`src/design/ilid_pkg.sv`:
```
// Shared types and constants for the indexed list block.
package ilid_pkg;

    // Default sizing of the list store
    localparam int MAX_ENTRIES = 64;
    localparam int WORD_BITS   = 32;

    // Fixed field widths of the channels
    localparam int OPC_W   = 2;
    localparam int POS_W   = 7;
    localparam int XWORD_W = 32;
    localparam int CNT_W   = 7;
    localparam int ST_W    = 2;

    // Request codes; code 3 is unused and does nothing
    typedef enum logic [OPC_W-1:0] {
        OP_INSERT = 2'd0,
        OP_READ   = 2'd1,
        OP_DELETE = 2'd2
    } t_opcode;

    // Result status codes
    typedef enum logic [ST_W-1:0] {
        ST_OK    = 2'd0,
        ST_RANGE = 2'd1,
        ST_EMPTY = 2'd2,
        ST_FULL  = 2'd3
    } t_status;

    // Sequencer states
    typedef enum logic [2:0] {
        S_IDLE,
        S_DECIDE,
        S_RD_WAIT,
        S_SH_RD,
        S_SH_WR,
        S_INS_PUT,
        S_DEL_END,
        S_DONE
    } t_state;

endpackage

```
`src/design/ilid_channels.sv`:
```
// Valid/ready channel interfaces for requests and results of the indexed list.
interface ilid_req_if;
    logic                         valid;
    logic                         ready;
    logic [ilid_pkg::OPC_W-1:0]   opcode;
    logic [ilid_pkg::POS_W-1:0]   position;
    logic [ilid_pkg::XWORD_W-1:0] item_word;

    modport source (output valid, opcode, position, item_word, input ready);
    modport sink   (input valid, opcode, position, item_word, output ready);
endinterface

interface ilid_rsp_if;
    logic                         valid;
    logic                         ready;
    logic [ilid_pkg::ST_W-1:0]    status;
    logic [ilid_pkg::XWORD_W-1:0] read_word;
    logic [ilid_pkg::CNT_W-1:0]   item_count;

    modport source (output valid, status, read_word, item_count, input ready);
    modport sink   (input valid, status, read_word, item_count, output ready);
endinterface

```
`src/design/ilid_store.sv`:
```
// Single-port entry store with registered read data.
module ilid_store #(
    parameter int DEPTH  = ilid_pkg::MAX_ENTRIES,
    parameter int WIDTH  = ilid_pkg::WORD_BITS,
    parameter int ADDR_W = $clog2(DEPTH)
) (
    input  logic              i_clk,
    input  logic              i_en,
    input  logic              i_we,
    input  logic [ADDR_W-1:0] i_addr,
    input  logic [WIDTH-1:0]  i_wdata,
    output logic [WIDTH-1:0]  o_rdata
);

    logic [WIDTH-1:0] r_mem [DEPTH];
    logic [WIDTH-1:0] r_rdata;

    // One access per cycle: write, or read into the output register
    always_ff @(posedge i_clk) begin
        if (i_en) begin
            if (i_we) begin
                r_mem[i_addr] <= i_wdata;
            end else begin
                r_rdata <= r_mem[i_addr];
            end
        end
    end

    assign o_rdata = r_rdata;

endmodule

```
`src/design/indexed_list_insert_delete.sv`:
```
// Indexed list: insert, read and delete by position over a single-port store.
// Sequence: a request is decided; refused and unused requests go straight to the
//   result, a read waits for the store, and an insert or delete shifts the entries
//   past the position (one read then one write each on the single memory port) and
//   then puts the new word or ends the delete. One request is taken at a time.
// Reset (synchronous): entry count and control clear; store contents are left as is.
module indexed_list_insert_delete #(
    parameter int MAX_ENTRIES = ilid_pkg::MAX_ENTRIES,
    parameter int WORD_BITS   = ilid_pkg::WORD_BITS
) (
    input  logic       i_clk,
    input  logic       i_rst_n,
    ilid_req_if.sink   i_req,
    ilid_rsp_if.source o_rsp
);

    localparam int AW  = $clog2(MAX_ENTRIES);
    localparam int CW  = $clog2(MAX_ENTRIES + 1);
    localparam int PW  = (CW > ilid_pkg::POS_W) ? CW : ilid_pkg::POS_W;

    ilid_pkg::t_state r_st, n_st;

    // Request and working registers
    logic [ilid_pkg::OPC_W-1:0]   r_op;
    logic [ilid_pkg::POS_W-1:0]   r_pos;
    logic [WORD_BITS-1:0]         r_word;
    logic [CW-1:0]                r_cnt;
    logic [CW-1:0]                r_idx;
    logic [ilid_pkg::ST_W-1:0]    r_status;
    logic [ilid_pkg::XWORD_W-1:0] r_rdata;

    // Result register
    logic                         r_out_valid;
    logic [ilid_pkg::ST_W-1:0]    r_out_status;
    logic [ilid_pkg::XWORD_W-1:0] r_out_word;
    logic [ilid_pkg::CNT_W-1:0]   r_out_count;

    // Memory port
    logic                 mem_en;
    logic                 mem_we;
    logic [AW-1:0]        mem_addr;
    logic [WORD_BITS-1:0] mem_wdata;
    logic [WORD_BITS-1:0] mem_rdata;

    logic          w_accept;
    logic          w_load;
    logic          w_is_ins;
    logic          w_is_rd;
    logic          w_is_del;
    logic [PW-1:0] w_pos;
    logic [PW-1:0] w_cnt;
    logic          w_empty;
    logic          w_full;
    logic          w_pos_gt;
    logic          w_pos_ge;
    logic          w_del_more;
    logic [CW-1:0] w_idx_step;
    logic          w_sh_more;

    assign w_accept = i_req.valid && i_req.ready;
    assign w_load   = (r_st == ilid_pkg::S_DONE) && (!r_out_valid || o_rsp.ready);

    // Position and count checks
    assign w_is_ins   = (r_op == ilid_pkg::OP_INSERT);
    assign w_is_rd    = (r_op == ilid_pkg::OP_READ);
    assign w_is_del   = (r_op == ilid_pkg::OP_DELETE);
    assign w_pos      = PW'(r_pos);
    assign w_cnt      = PW'(r_cnt);
    assign w_empty    = (r_cnt == '0);
    assign w_full     = (r_cnt == CW'(MAX_ENTRIES));
    assign w_pos_gt   = (w_pos > w_cnt);
    assign w_pos_ge   = (w_pos >= w_cnt);
    assign w_del_more = ((w_pos + PW'(1)) < w_cnt);

    // Shared index step: down for insert, up for delete
    assign w_idx_step = w_is_ins ? (r_idx - CW'(1)) : (r_idx + CW'(1));
    assign w_sh_more  = w_is_ins ? (PW'(w_idx_step) != w_pos)
                                 : ((PW'(w_idx_step) + PW'(1)) < w_cnt);

    // Next state
    always_comb begin
        n_st = r_st;
        unique case (r_st)
            ilid_pkg::S_IDLE: begin
                if (w_accept) n_st = ilid_pkg::S_DECIDE;
            end
            ilid_pkg::S_DECIDE: begin
                n_st = ilid_pkg::S_DONE;
                if (w_is_ins) begin
                    if (!w_pos_gt && !w_full) begin
                        n_st = (w_pos == w_cnt) ? ilid_pkg::S_INS_PUT : ilid_pkg::S_SH_RD;
                    end
                end else if (w_is_rd) begin
                    if (!w_empty && !w_pos_ge) n_st = ilid_pkg::S_RD_WAIT;
                end else if (w_is_del) begin
                    if (!w_empty && !w_pos_ge) begin
                        n_st = w_del_more ? ilid_pkg::S_SH_RD : ilid_pkg::S_DEL_END;
                    end
                end
            end
            ilid_pkg::S_RD_WAIT: n_st = ilid_pkg::S_DONE;
            ilid_pkg::S_SH_RD:   n_st = ilid_pkg::S_SH_WR;
            ilid_pkg::S_SH_WR: begin
                if (w_sh_more) begin
                    n_st = ilid_pkg::S_SH_RD;
                end else begin
                    n_st = w_is_ins ? ilid_pkg::S_INS_PUT : ilid_pkg::S_DEL_END;
                end
            end
            ilid_pkg::S_INS_PUT: n_st = ilid_pkg::S_DONE;
            ilid_pkg::S_DEL_END: n_st = ilid_pkg::S_DONE;
            ilid_pkg::S_DONE: begin
                if (w_load) n_st = ilid_pkg::S_IDLE;
            end
            default: n_st = ilid_pkg::S_IDLE;
        endcase
    end

    // Outputs of the sequencer: request ready and memory port
    always_comb begin
        i_req.ready = 1'b0;
        mem_en      = 1'b0;
        mem_we      = 1'b0;
        mem_addr    = r_idx[AW-1:0];
        mem_wdata   = mem_rdata;
        unique case (r_st)
            ilid_pkg::S_IDLE: i_req.ready = 1'b1;
            ilid_pkg::S_DECIDE: begin
                // read request issues its memory read right away
                if (w_is_rd && !w_empty && !w_pos_ge) begin
                    mem_en   = 1'b1;
                    mem_addr = w_pos[AW-1:0];
                end
            end
            ilid_pkg::S_SH_RD: begin
                mem_en   = 1'b1;
                mem_addr = w_idx_step[AW-1:0];
            end
            ilid_pkg::S_SH_WR: begin
                mem_en = 1'b1;
                mem_we = 1'b1;
            end
            ilid_pkg::S_INS_PUT: begin
                mem_en    = 1'b1;
                mem_we    = 1'b1;
                mem_addr  = w_pos[AW-1:0];
                mem_wdata = r_word;
            end
            ilid_pkg::S_RD_WAIT, ilid_pkg::S_DEL_END, ilid_pkg::S_DONE: ;
            default: ;
        endcase
    end

    // State register
    always_ff @(posedge i_clk) begin
        if (!i_rst_n) begin
            r_st <= ilid_pkg::S_IDLE;
        end else begin
            r_st <= n_st;
        end
    end

    // Entry count
    always_ff @(posedge i_clk) begin
        if (!i_rst_n) begin
            r_cnt <= '0;
        end else if (r_st == ilid_pkg::S_INS_PUT) begin
            r_cnt <= r_cnt + CW'(1);
        end else if (r_st == ilid_pkg::S_DEL_END) begin
            r_cnt <= r_cnt - CW'(1);
        end
    end

    // Request capture, status, index and read data
    always_ff @(posedge i_clk) begin
        if (w_accept) begin
            r_op   <= i_req.opcode;
            r_pos  <= i_req.position;
            r_word <= WORD_BITS'(i_req.item_word);
        end
        if (r_st == ilid_pkg::S_DECIDE) begin
            r_rdata <= '0;
            r_idx   <= w_is_ins ? r_cnt : w_pos[CW-1:0];
            if (w_is_ins) begin
                if (w_pos_gt)    r_status <= ilid_pkg::ST_RANGE;
                else if (w_full) r_status <= ilid_pkg::ST_FULL;
                else             r_status <= ilid_pkg::ST_OK;
            end else if (w_is_rd || w_is_del) begin
                if (w_empty)       r_status <= ilid_pkg::ST_EMPTY;
                else if (w_pos_ge) r_status <= ilid_pkg::ST_RANGE;
                else               r_status <= ilid_pkg::ST_OK;
            end else begin
                r_status <= ilid_pkg::ST_OK;
            end
        end
        if (r_st == ilid_pkg::S_SH_WR) begin
            r_idx <= w_idx_step;
        end
        if (r_st == ilid_pkg::S_RD_WAIT) begin
            r_rdata <= ilid_pkg::XWORD_W'(mem_rdata);
        end
    end

    // Result register, free to take the next result once the beat is taken
    always_ff @(posedge i_clk) begin
        if (!i_rst_n) begin
            r_out_valid <= 1'b0;
        end else if (w_load) begin
            r_out_valid <= 1'b1;
        end else if (o_rsp.ready) begin
            r_out_valid <= 1'b0;
        end
    end

    always_ff @(posedge i_clk) begin
        if (w_load) begin
            r_out_status <= r_status;
            r_out_word   <= r_rdata;
            r_out_count  <= ilid_pkg::CNT_W'(r_cnt);
        end
    end

    assign o_rsp.valid      = r_out_valid;
    assign o_rsp.status     = r_out_status;
    assign o_rsp.read_word  = r_out_word;
    assign o_rsp.item_count = r_out_count;

    ilid_store #(
        .DEPTH  (MAX_ENTRIES),
        .WIDTH  (WORD_BITS),
        .ADDR_W (AW)
    ) u_store (
        .i_clk   (i_clk),
        .i_en    (mem_en),
        .i_we    (mem_we),
        .i_addr  (mem_addr),
        .i_wdata (mem_wdata),
        .o_rdata (mem_rdata)
    );

    // Count never exceeds capacity
    a_cnt_bound: assert property (@(posedge i_clk) disable iff (!i_rst_n)
        r_cnt <= CW'(MAX_ENTRIES))
        else $error("entry count above capacity");

    // Count moves only at the end of an insert or delete
    a_cnt_hold: assert property (@(posedge i_clk) disable iff (!i_rst_n)
        !(r_st == ilid_pkg::S_INS_PUT || r_st == ilid_pkg::S_DEL_END) |=> $stable(r_cnt))
        else $error("entry count changed outside insert or delete");

    // A taken request always starts the decision step
    a_accept_decide: assert property (@(posedge i_clk) disable iff (!i_rst_n)
        w_accept |=> r_st == ilid_pkg::S_DECIDE)
        else $error("accepted request did not enter decision step");

    // Nonzero read data only comes with an ok status
    a_word_ok: assert property (@(posedge i_clk) disable iff (!i_rst_n)
        (r_out_valid && r_out_word != '0) |-> r_out_status == ilid_pkg::ST_OK)
        else $error("read data returned with a refusal status");

    // Memory writes happen only in shift or insert steps
    a_write_state: assert property (@(posedge i_clk) disable iff (!i_rst_n)
        mem_we |-> (mem_en && (r_st == ilid_pkg::S_SH_WR || r_st == ilid_pkg::S_INS_PUT)))
        else $error("memory write outside shift or insert");

endmodule

```
`src/flat_wrapper.sv`:
```
// flat-port wrapper written by rule: the top's interface ports become plain ports
module indexed_list_insert_delete_flat 
#(
    parameter int MAX_ENTRIES = ilid_pkg::MAX_ENTRIES,
    parameter int WORD_BITS   = ilid_pkg::WORD_BITS
)
  (i_clk, i_rst_n, i_req_valid, i_req_opcode, i_req_position, i_req_item_word, i_req_ready, o_rsp_valid, o_rsp_status, o_rsp_read_word, o_rsp_item_count, o_rsp_ready);
  ilid_req_if i_req_i ();
  ilid_rsp_if o_rsp_i ();
  input  logic i_clk;
  input  logic i_rst_n;
  input wire logic [$bits(i_req_i.valid)-1:0] i_req_valid;
  input wire logic [$bits(i_req_i.opcode)-1:0] i_req_opcode;
  input wire logic [$bits(i_req_i.position)-1:0] i_req_position;
  input wire logic [$bits(i_req_i.item_word)-1:0] i_req_item_word;
  output wire logic [$bits(i_req_i.ready)-1:0] i_req_ready;
  output wire logic [$bits(o_rsp_i.valid)-1:0] o_rsp_valid;
  output wire logic [$bits(o_rsp_i.status)-1:0] o_rsp_status;
  output wire logic [$bits(o_rsp_i.read_word)-1:0] o_rsp_read_word;
  output wire logic [$bits(o_rsp_i.item_count)-1:0] o_rsp_item_count;
  input wire logic [$bits(o_rsp_i.ready)-1:0] o_rsp_ready;
  assign i_req_i.valid = i_req_valid;
  assign i_req_i.opcode = i_req_opcode;
  assign i_req_i.position = i_req_position;
  assign i_req_i.item_word = i_req_item_word;
  assign i_req_ready = i_req_i.ready;
  assign o_rsp_valid = o_rsp_i.valid;
  assign o_rsp_status = o_rsp_i.status;
  assign o_rsp_read_word = o_rsp_i.read_word;
  assign o_rsp_item_count = o_rsp_i.item_count;
  assign o_rsp_i.ready = o_rsp_ready;
  indexed_list_insert_delete #(.MAX_ENTRIES(MAX_ENTRIES), .WORD_BITS(WORD_BITS)) u_core (.i_clk(i_clk), .i_rst_n(i_rst_n), .i_req(i_req_i), .o_rsp(o_rsp_i));
endmodule
```
`config.mk`:
```
export PLATFORM = sky130hd
export DESIGN_NAME = indexed_list_insert_delete_flat
export DESIGN_NICKNAME = d
export VERILOG_FILES = /design/src/design/ilid_pkg.sv /design/src/design/ilid_channels.sv /design/src/design/ilid_store.sv /design/src/design/indexed_list_insert_delete.sv /design/src/flat_wrapper.sv
export SDC_FILE = /design/constraint.sdc
export NUM_CORES = 2
export LEC_CHECK = 0
export BUFFER_PORTS_ARGS = -buffer_cell sky130_fd_sc_hd__buf_2
export CAP_MARGIN = 20
export CORE_ASPECT_RATIO = 0.9
export CORE_MARGIN = 10
export CORE_UTILIZATION = 27
export DETAILED_ROUTE_END_ITERATION = 8
export SYNTH_ARGS = -nofsm -noshare
export SYNTH_HDL_FRONTEND = slang
export SYNTH_HIERARCHICAL = 1
export SYNTH_SLANG_ARGS = --single-unit
```
`constraint.sdc`:
```
create_clock -name i_clk -period 7.1 [get_ports i_clk]
set_input_delay 0.71 -clock i_clk [delete_from_list [all_inputs] [get_ports i_clk]]
set_output_delay 0.71 -clock i_clk [all_outputs]
set_load 0.005 [all_outputs]
```
==> results.sh <==
export IMPL_cp_start_kind="register"
export IMPL_maxSlewViolCount=0
export IMPL_postLayoutCellArea_sq_um=100200
export IMPL_cts_sinks=2214
export IMPL_syn_nets=5051
export IMPL_reg2reg_from="u_core/r_op[0]$_DFFE_PP_"
export IMPL_post_route_period_util_pct=96.29
export IMPL_grt_max_degree=87
export IMPL_synthSimpleGateAreaFrac_pct=3.071
export IMPL_grtUsageTotal_pct=14.76
export IMPL_dp_worst_setup_slack_ps=460.4
export IMPL_synth_warnings=6
export IMPL_ir_drop_mv=0.4031
export IMPL_min_period_ps=6836
export IMPL_numPortBuffers=87
export IMPL_cts_tree="done"
export IMPL_reg2regPathDepth=19
export IMPL_relSlewSlack_pct=10.89
export IMPL_ant_nets=0
export IMPL_grt_pass1_wl_microns=369800
export IMPL_tightest_slew_ps=1303
export IMPL_ctsHoldBuffers=30
export IMPL_yosys_area_share_adder_pct=0.4934
export IMPL_finalHoldViolCount=0
export IMPL_synth_xor_area_share_pct=0.3290
export IMPL_dp_cells=9131
export IMPL_ys_seq_area_share_pct=77.90
export IMPL_syn_inst=4973
export IMPL_fin_worst_skew_ps=66.77
export IMPL_grt_antenna_before_repair=32
export IMPL_fin_tns_setup_ps=0
export IMPL_worst_slack_ps=263.5
export IMPL_layout_cells_non_filler=9590
export IMPL_detailed_place_area_sq_um=92640
export IMPL_initial_core_util_pct=27.15
export IMPL_postCtsSetupBuffers=0
export IMPL_wl_per_cell_microns=27.44
export IMPL_fmax_ghz=0.1463
export IMPL_clock_latency_ps=880
export IMPL_cts_buffers=216
export IMPL_netlist_area_sq_um=85200
export IMPL_rsz0062_at_grt="false"
export IMPL_min_from="i_req_item_word[28]"
export IMPL_maxCapViolCount=0
export IMPL_r2r_end="u_core/u_store/o_rdata[13]$_DFFE_PP_"
export IMPL_finalWeightedCongestion=0.8803
export IMPL_vias=51080
export IMPL_whs_path_depth=1
export IMPL_synth_edff_count=2203
export IMPL_synth_top_family_by_area="compound AO/OA/AOI/OAI gates"
export IMPL_setup_viol=0
export IMPL_cp_end_kind="register"
export IMPL_powerDensity_nw_per_um2=510.8
export IMPL_cts_clk_slew_worst_paths_ps=60
export IMPL_cp_data_required_time_ps=7710
export IMPL_post_cts_resized=0
export IMPL_viasPerCell=5.327
export IMPL_die_height_microns=552.9
export IMPL_syn_area_per_cell_sq_um=17.13
export IMPL_synth_compound_area_share_pct=11.78
export IMPL_h_tree_depth=4
export IMPL_fp_row_count=195
export IMPL_core_area_sq_um=313800
export IMPL_die_w_microns=612.1
export IMPL_overflow=0
export IMPL_dieArea_sq_um=338500
export IMPL_synthMuxAreaShare_pct=4.500
export IMPL_grt_pass1_vias=48930
export IMPL_holdCritPathClass="primary input to register"
export IMPL_path_max_fanout=38
export IMPL_synth_flop_cell="edfxtp_1"
export IMPL_dr_pass1_iters=6
export IMPL_hold_end="u_core/r_word[28]$_DFFE_PP_"
export IMPL_synthDistinctLibCells=78
export IMPL_utilization_pct=31.93
export IMPL_status="finished clean"
export IMPL_drive_gt1_share_pct=16.70
export IMPL_reg2reg_slack_ps=260
export IMPL_clock_path_buffers=3
export IMPL_synth_seq_cells=2214
export IMPL_synthArstFlopShare_pct=0
export IMPL_leakagePower_nw=31.48
export IMPL_wirelength_microns=263200
export IMPL_drc_errors=0
export IMPL_dpl_hpwl_microns=157800
export IMPL_crit_type="register to register"
export IMPL_layout_nets=5323
export IMPL_cp_arrival_ps=7450
export IMPL_first_iter_violations=8020
export IMPL_io_pins=88
export IMPL_area_growth_pct=17.59
export IMPL_cts_root_buffer="clkbuf_16"
## placed cells by master (no fill, tap or decap), types with 17 or more instances in the layout
| master | instances |
|---|---|
| nand3_1 | 20 |
| a22oi_1 | 477 |
| nor3_1 | 54 |
| edfxtp_1 | 2203 |
| clkbuf_1 | 52 |
| dlygate4sd3_1 | 30 |
| buf_2 | 87 |
| buf_12 | 39 |
| ha_1 | 32 |
| a22o_1 | 30 |
| o21ai_0 | 111 |
| a211oi_1 | 24 |
| a211o_1 | 18 |
| nand2_1 | 136 |
| or3_1 | 30 |
| bufinv_16 | 24 |
| a221oi_1 | 166 |
| o221ai_1 | 22 |
| mux2i_1 | 248 |
| diode_2 | 23 |
| clkinv_1 | 52 |
| nor2_4 | 71 |
| nor2_1 | 114 |
| clkinv_2 | 39 |
| and3_1 | 36 |
| o211ai_1 | 17 |
| mux2_2 | 104 |
| o22a_1 | 31 |
| buf_4 | 252 |
| a31oi_1 | 49 |
| o22ai_1 | 238 |
| clkbuf_16 | 216 |
| a21oi_1 | 108 |
| inv_1 | 23 |
| xnor2_1 | 20 |
## cells in the mapped netlist, drive strengths merged, types with 4 or more instances
library cell     n  area (sq um)
nand3b           4         30.03
nand2b           5         31.28
o21a             4         30.03
a311oi          16         140.1
a31oi           49         306.5
nand3           22         110.1
buf            138         709.4
edfxtp        2203         66150
xnor2           20         175.2
or3             32         200.2
nand2          140         530.5
nor3            54         270.3
mux2i          248          2482
o32ai            4         35.03
inv             24         92.59
o21ai          117         585.6
nor4            15         93.84
dfxtp           11         220.2
a21oi          110         550.5
a221oi         171          1529
a21o            10         75.07
clkbuf         220         825.8
nor2b           23         151.4
nor2           186         698.2
a22o            30         262.8
a22oi          477          3581
xor2            12         105.1
o22ai          238          1489
o221ai          22         192.7
and3            36         225.2
a221o           15         150.1
and2             5         33.78
nand4            5         31.28
ha              32         400.4
o2111ai          6         52.55
a211o           18         157.7
a211oi          25         200.2
or4             14         105.1
mux2           104          1171
o211ai          17         127.6
a21boi          14         105.1
o22a            31         271.5
mux4             8         180.2
## stage by stage
stage	hold WS [ps]	power [W]
6_report	50.68	0.05117
2_1_floorplan	400.3	0.02924
5_1_grt	11.43	0.05268
3_5_place_dp	404.5	0.03934
4_1_cts	0.7848	0.05084
3_3_place_gp	404.5	0.03906
## critical path, stage by stage (launching register included)
cell and delay (ps):
edfxtp_1 400, inv_1 120, ha_1 190, xor2_1 240, ha_1 340, a21oi_1 90
xnor2_1 570, nor2_1 100, o21a_1 230, nand2_1 80, a21oi_1 110, a21oi_4 460
buf_12 300, buf_4 560, mux2_2 400, a22oi_1 160, nor2_1 70, a311oi_1 740
o221ai_1 770, or3_1 570
## metal layers
| metal | vias to the layer above | GRT usage (%) | part of all wire, % |
|---|---|---|---|
| li1 | 21080 | - | - |
| met1 | 26250 | 20.51 | 40 |
| met2 | 3249 | 22.61 | 45 |
| met3 | 489 | 3.541 | 12 |
| met4 | 16 | 4.969 | 3.4 |
| met5 | - | 0 | 0.040 |
## kinds of logic (layout without fill, tap and decap cells)
group	count (synthesis)	after routing
AO/OA/AOI/OAI	1395	1395
XOR/XNOR	32	32
adder cells (fa/ha/maj)	33	33
buffers and inverters	385	842
flip-flops	2214	2214
multiplexers	360	360
other	0	23
AND/OR/NAND/NOR	554	554
## power breakdown
part	switching, W	internal, W
logic	0.0156	0.00648
clock network	0.00503	0.00652
registers	0.000444	0.0171
total	0.0211	0.0301
## cell type report
class / instances / area [sq um]
flip-flops and latches: 2214 / 66370
clock buffers: 269 / 5614
inverters: 27 / 105.1
clock inverters: 134 / 1504
diodes: 23 / 57.56
repair buffers: 412 / 3518
multi-input cells: 2374 / 17840
well taps: 4137 / 5176
fillers: 30140 / 213600
## registers in the layout, summed over array words and instances, names as in the netlist
register	flops
u_core/r_st	3
u_core/r_pos	7
u_core/o_rsp.status	2
u_core/r_idx	7
u_core/r_cnt	7
u_core/o_rsp.read_word	32
u_core/r_status	2
u_core/r_word	32
u_core/o_rsp.valid	1
u_core/u_store/r_mem	2048
u_core/r_op	2
u_core/r_rdata	32
u_core/o_rsp.item_count	7
u_core/u_store/o_rdata	32
## how the worst max path moves through the flow
stage | from | end | cells past startpoint | slack (ps)
detailed placement | u_core/r_op[0]$_DFFE_PP_ | u_core/u_store/o_rdata[13]$_DFFE_PP_ | 19 | 460
global placement | u_core/r_op[0]$_DFFE_PP_ | u_core/u_store/o_rdata[13]$_DFFE_PP_ | 19 | 420
floorplan | u_core/r_op[0]$_DFFE_PP_ | u_core/u_store/r_mem[15][0]$_DFFE_PP_ | 23 | 1040
finish | u_core/r_op[0]$_DFFE_PP_ | u_core/u_store/o_rdata[13]$_DFFE_PP_ | 19 | 260
CTS | u_core/r_op[0]$_DFFE_PP_ | u_core/u_store/o_rdata[17]$_DFFE_PP_ | 19 | 450
global route | u_core/r_op[1]$_DFFE_PP_ | u_core/u_store/o_rdata[13]$_DFFE_PP_ | 19 | 250
Note: power is estimated with default switching activity, not from simulation.
